$ cat src/rtl/gbm_pkg.sv
// Shared constants, types and divisor tables for the GBM path engine.
// No dependencies; every other file in rtl imports this package.
`timescale 1ns / 1ps

package gbm_pkg;

    localparam int VALUE_BITS   = 32;
    localparam int COUNT_BITS   = 20;
    localparam int COEF_BITS    = 32;
    localparam int ZMAG_BITS    = 28;
    localparam int SUM_BITS     = VALUE_BITS + COUNT_BITS;
    localparam int CFG_IDX_BITS = 3;

    localparam logic [CFG_IDX_BITS-1:0] CFG_START = 3'd0;
    localparam logic [CFG_IDX_BITS-1:0] CFG_DRIFT = 3'd1;
    localparam logic [CFG_IDX_BITS-1:0] CFG_NOISE = 3'd2;
    localparam logic [CFG_IDX_BITS-1:0] CFG_STEPS = 3'd3;
    localparam logic [CFG_IDX_BITS-1:0] CFG_PATHS = 3'd4;

    localparam logic [VALUE_BITS-1:0] RST_START = 32'd16777216;
    localparam logic [COEF_BITS-1:0]  RST_DRIFT = 32'd107374;
    localparam logic [COEF_BITS-1:0]  RST_NOISE = 32'd2147484;
    localparam logic [COUNT_BITS-1:0] RST_STEPS = 20'd10000;
    localparam logic [COUNT_BITS-1:0] RST_PATHS = 20'd1024;

    localparam logic [31:0] PI_Q30      = 32'd3373259426;
    localparam logic [31:0] TWO_LN2_Q30 = 32'd1488522236;
    localparam logic [30:0] Q30_ONE     = 31'h4000_0000;

    typedef struct packed {
        logic                 neg;
        logic [ZMAG_BITS-1:0] mag;
    } t_sample;

    typedef struct packed {
        logic [VALUE_BITS-1:0]       start_value;
        logic signed [COEF_BITS-1:0] drift_step;
        logic signed [COEF_BITS-1:0] noise_scale;
        logic [COUNT_BITS-1:0]       steps_per_path;
        logic [COUNT_BITS-1:0]       path_count;
    } t_cfg;

    typedef struct packed {
        logic [5:0]  divisor;
        logic [31:0] recip;
    } t_div_const;

    // Divisors of the Taylor series in Horner order, with floor(2^32 / d).
    function automatic t_div_const div_const(input logic sin_sel, input logic [1:0] stage);
        t_div_const d;
        begin
            if (sin_sel) begin
                unique case (stage)
                    2'd0:    d = '{6'd42, 32'd102261126};
                    2'd1:    d = '{6'd20, 32'd214748364};
                    2'd2:    d = '{6'd6,  32'd715827882};
                    default: d = '{6'd2,  32'd2147483648};
                endcase
            end else begin
                unique case (stage)
                    2'd0:    d = '{6'd56, 32'd76695844};
                    2'd1:    d = '{6'd30, 32'd143165576};
                    2'd2:    d = '{6'd12, 32'd357913941};
                    default: d = '{6'd2,  32'd2147483648};
                endcase
            end
            return d;
        end
    endfunction

endpackage

$ cat src/rtl/gbm_queue.sv
// Four-entry sample queue between the normal generator and the path update.
// Depends on gbm_pkg for the sample type.
`timescale 1ns / 1ps

module gbm_queue import gbm_pkg::*; (
    input  logic    i_clk,
    input  logic    i_rst_n,
    input  logic    i_push,
    input  t_sample i_data,
    output logic    o_full,
    input  logic    i_pop,
    output t_sample o_data,
    output logic    o_empty
);

    localparam int DEPTH = 4;

    t_sample    r_mem [DEPTH];
    logic [1:0] r_wr, n_wr;
    logic [1:0] r_rd, n_rd;
    logic [2:0] r_count, n_count;

    always_comb begin
        n_wr    = i_push ? r_wr + 2'd1 : r_wr;
        n_rd    = i_pop ? r_rd + 2'd1 : r_rd;
        n_count = r_count + {2'd0, i_push} - {2'd0, i_pop};
    end

    always_ff @(posedge i_clk) begin
        if (!i_rst_n) begin
            r_wr    <= '0;
            r_rd    <= '0;
            r_count <= '0;
        end else begin
            r_wr    <= n_wr;
            r_rd    <= n_rd;
            r_count <= n_count;
        end
    end

    always_ff @(posedge i_clk) begin
        if (i_push) begin
            r_mem[r_wr] <= i_data;
        end
    end

    assign o_full  = (r_count == 3'(DEPTH));
    assign o_empty = (r_count == 3'd0);
    assign o_data  = r_mem[r_rd];

endmodule

$ cat config.mk
export PLATFORM = sky130hd
export DESIGN_NAME = gbm_queue
export DESIGN_NICKNAME = d
export VERILOG_FILES = /design/src/rtl/gbm_pkg.sv /design/src/rtl/gbm_queue.sv
export SDC_FILE = /design/constraint.sdc
export NUM_CORES = 1
export LEC_CHECK = 0
export ABC_AREA = 1
export BUFFER_PORTS_ARGS = -buffer_cell sky130_fd_sc_hd__buf_2
export CELL_PAD_IN_SITES_DETAIL_PLACEMENT = 1
export CELL_PAD_IN_SITES_GLOBAL_PLACEMENT = 1
export CORE_MARGIN = 2
export CORE_UTILIZATION = 35
export CTS_CLUSTER_DIAMETER = 200
export DETAILED_ROUTE_END_ITERATION = 8
export GPL_ROUTABILITY_DRIVEN = 0
export HOLD_SLACK_MARGIN = 0.1
export PLACE_DENSITY = 0.65
export SLEW_MARGIN = 5
export SYNTH_ARGS = -nofsm -noshare
export SYNTH_HDL_FRONTEND = slang
export SYNTH_SLANG_ARGS = --single-unit
$ cat constraint.sdc
create_clock -name i_clk -period 3.4 [get_ports i_clk]
set_clock_uncertainty 0.15 [all_clocks]
set_input_delay 0.17 -clock i_clk [delete_from_list [all_inputs] [get_ports i_clk]]
set_output_delay 0.17 -clock i_clk [all_outputs]
set_load 0.03 [all_outputs]
==> summary.md <==
| Metric | Value |
|---|---|
| Status | finished, final reports clean |
| LEAKAGE | 2.566 nW |
| Fill count | 1,492 |
| Total core area | 14,370 sq um |
| Critical path fanouts, max | 71 |
| Fin. max-slew vios | 0 |
| Post-synthesis cell type count | 18 |
| Htree depth | 4 |
| N_diodes | 0 |
| Hold path depth | 2 |
| Rows | 44 |
| CTS sink cnt | 125 |
| CTS Root Cell | clkbuf_16 |
| Clock share of power | 42.2% |
| CTS tree | built |
| Worst Path Required | 3.08 ns |
| Vias | 3,131 |
| Switching portion of total power | 24.08% |
| CTS max path bufs | 2 |
| Sequential share of the synthesized area | 71.76% |
| Die H | 124.8 um |
| Arr. time, crit path | 2.01 ns |
| Final setup viols | 0 |
| P per Cell Area | 605.4 nW/um^2 |
| Die W | 124.8 um |
| Routed WL per cell | 14.81 um |
| Tot Pwr | 0.003900 W |
| Seq pwr share | 46.0% |
| Total track usage | 13.90% |
| Drc violations | 0 |
| Post_cts resized | 0 |
| Dpl cell area | 5575 sq um |
| Cell Area, Synth | 5105 sq um |
| Final Cell Area | 6442 sq um |
| Comb pwr share | 11.8% |
| Commonest non-fill, non-tap cell in the layout | edfxtp_1 |
| Worst hold-check path type | reg2reg |
| Mean post-synth cell area | 12.96 sq um |
| Internal power | 0.002961 W |
| Crit path cell chain | buf_12, a21oi_1, o21ai_0, nand2_1, buf_2 |
| Peak supply drop | 260.8 uV |
| Crit path launch type | register |
| Worst slew pin tran | 0.8001 ns |
| Final Critical Period | 2.328 ns |
| Initial core utilization | 35.53% |
| Final WL | 10.23 mm |
| Net Count, Synth | 434 |
| Worst skew pair latency | 0.41 ns |
| Detail Placement HPWL | 6.059 mm |
| Vias in the first global route | 3,295 |
| Detail Route Antenna Nets | 0 |
| Number of hold buffers added after cts | 33 |
| Period utilisation layout | 68.47% |
| Synth Register Bits | 125 |
| Hold Slack | 0.3013 ns |
| Synth Instances | 394 |
| Syn. warnings | 0 |
| Pre-antenna DRT Iters | 4 |
| Slew headroom | 46.66% |
| Net switching power | 0.0009394 W |
| Setup TNS | 0 ns |
| Post-CTS Setup Repair Bufs | 0 |
| Final core occ | 44.84% |
| Largest stage delay on the critical path | 0.67 ns |
| P&R area growth vs syn | 26.20% |
| Clock buffer count from CTS | 17 |
| CP max-delay cell | dfxtp_4 |
| Gr ovfl total | 0 |
| Port buffer count | 63 |
| Total Nets Final | 536 |
| Worst R2R Path Depth | 5 |
| I/O pin count | 64 |
| Global-route wire length before repair | 16.48 mm |
| Initial antenna violation count | 0 |
| Unrepaired setup endpoints after global routing | false |
| Share of cells above drive strength 1 | 22.49% |
| Die area | 15,570 sq um |
| Fmax | 429.6 MHz |
| DR vias/cell | 4.531 |
| Commonest cells after routing, fill and taps aside | edfxtp_1, inv_1, nand2_1, buf_2, a21oi_1 |
| Clk slew on worst S/H paths | 0.05 ns |
| Largest net degree at the start of global routing | 72 |
| Setup CP Type | reg2out |
| DR iter-0 viols | 194 |
| Final Hold Viols | 0 |
| Max cap viols | 0 |
| CP Capture Type | output port |
## power groups by stage
stage | logic [W] | clock network [W] | registers (W)
global route | 0.000510 | 0.00174 | 0.00180
floorplan | 0.000313 | 0 | 0.00181
global placement | 0.000426 | 0 | 0.00182
detailed placement | 0.000442 | 0 | 0.00183
finish | 0.000461 | 0.00164 | 0.00179
CTS | 0.000474 | 0.00168 | 0.00179
## flip-flops by register name, summed over array words and instances (netlist names), named ones only
| register | count |
|---|---|
| r_mem | 116 |
| r_count | 3 |
| r_rd | 2 |
| r_wr | 2 |
## through the flow
stage	cells	setup WS, ns
floorplan	394	1.701
global placement	628	1.569
detailed placement	628	1.499
CTS	691	1.055
global route	691	0.8873
finish	691	1.072
## logic make-up after synthesis
family          synth area share, %
flops                         71.76
compound gates                12.89
buf+inv                       8.137
simple gates                  5.343
fa+ha+maj                     1.863
## layer usage
| metal | vias to the layer above | part of all wire (%) | global-route usage, % |
|---|---|---|---|
| met1 | 1506 | 43 | 16.22 |
| met3 | 13 | 4.2 | 4.553 |
| li1 | 1556 | - | - |
| met2 | 56 | 51 | 23.72 |
| met4 | 0 | 1.4 | 5.486 |
| met5 | - | 0 | 0 |
## final cells by class
| cell class | instances | area [sq um] | share of cell area [%] |
|---|---|---|---|
| sequential | 125 | 3669 | 56.94 |
| clock buffer | 20 | 436.7 | 6.778 |
| clock inverter | 10 | 100.1 | 1.554 |
| timing repair buffer | 102 | 703.2 | 10.91 |
| multi-input combinational | 176 | 1026 | 15.93 |
| inverter | 74 | 277.8 | 4.312 |
| tap | 184 | 230.2 | 3.574 |
## Yosys cell counts, drive strengths merged
cell	count	area share, %
fa	1	0.39
edfxtp	116	68
o211ai	29	6.2
dfxtp	9	3.5
inv	74	5.4
buf	16	2.5
nor2	2	0.15
nor3	1	0.098
clkbuf	3	0.22
ha	6	1.5
a21oi	35	3.4
o21ai	33	3.2
nand2	68	5.0
nand3	1	0.098
## path summary, 6_finish.rpt
path | from | to | slack, ns
setup / recovery | register | o_data[11] | 1.07
hold / removal | r_rd[1] | register | 0.30
hold reg to reg | r_rd[1] | register | 0.30
setup reg to reg | r_wr[0] | r_mem[2][28] | 1.63
## worst max-delay path, delay by kind of cell (launching register included)
family | cells | cell delay, ns
AOI/OAI and AO/OA | 2 | 0.25
buffers and inverters | 2 | 0.53
DFF | 1 | 0.67
and+or+nand+nor | 1 | 0.10
Power figures use the tool's default switching activity.
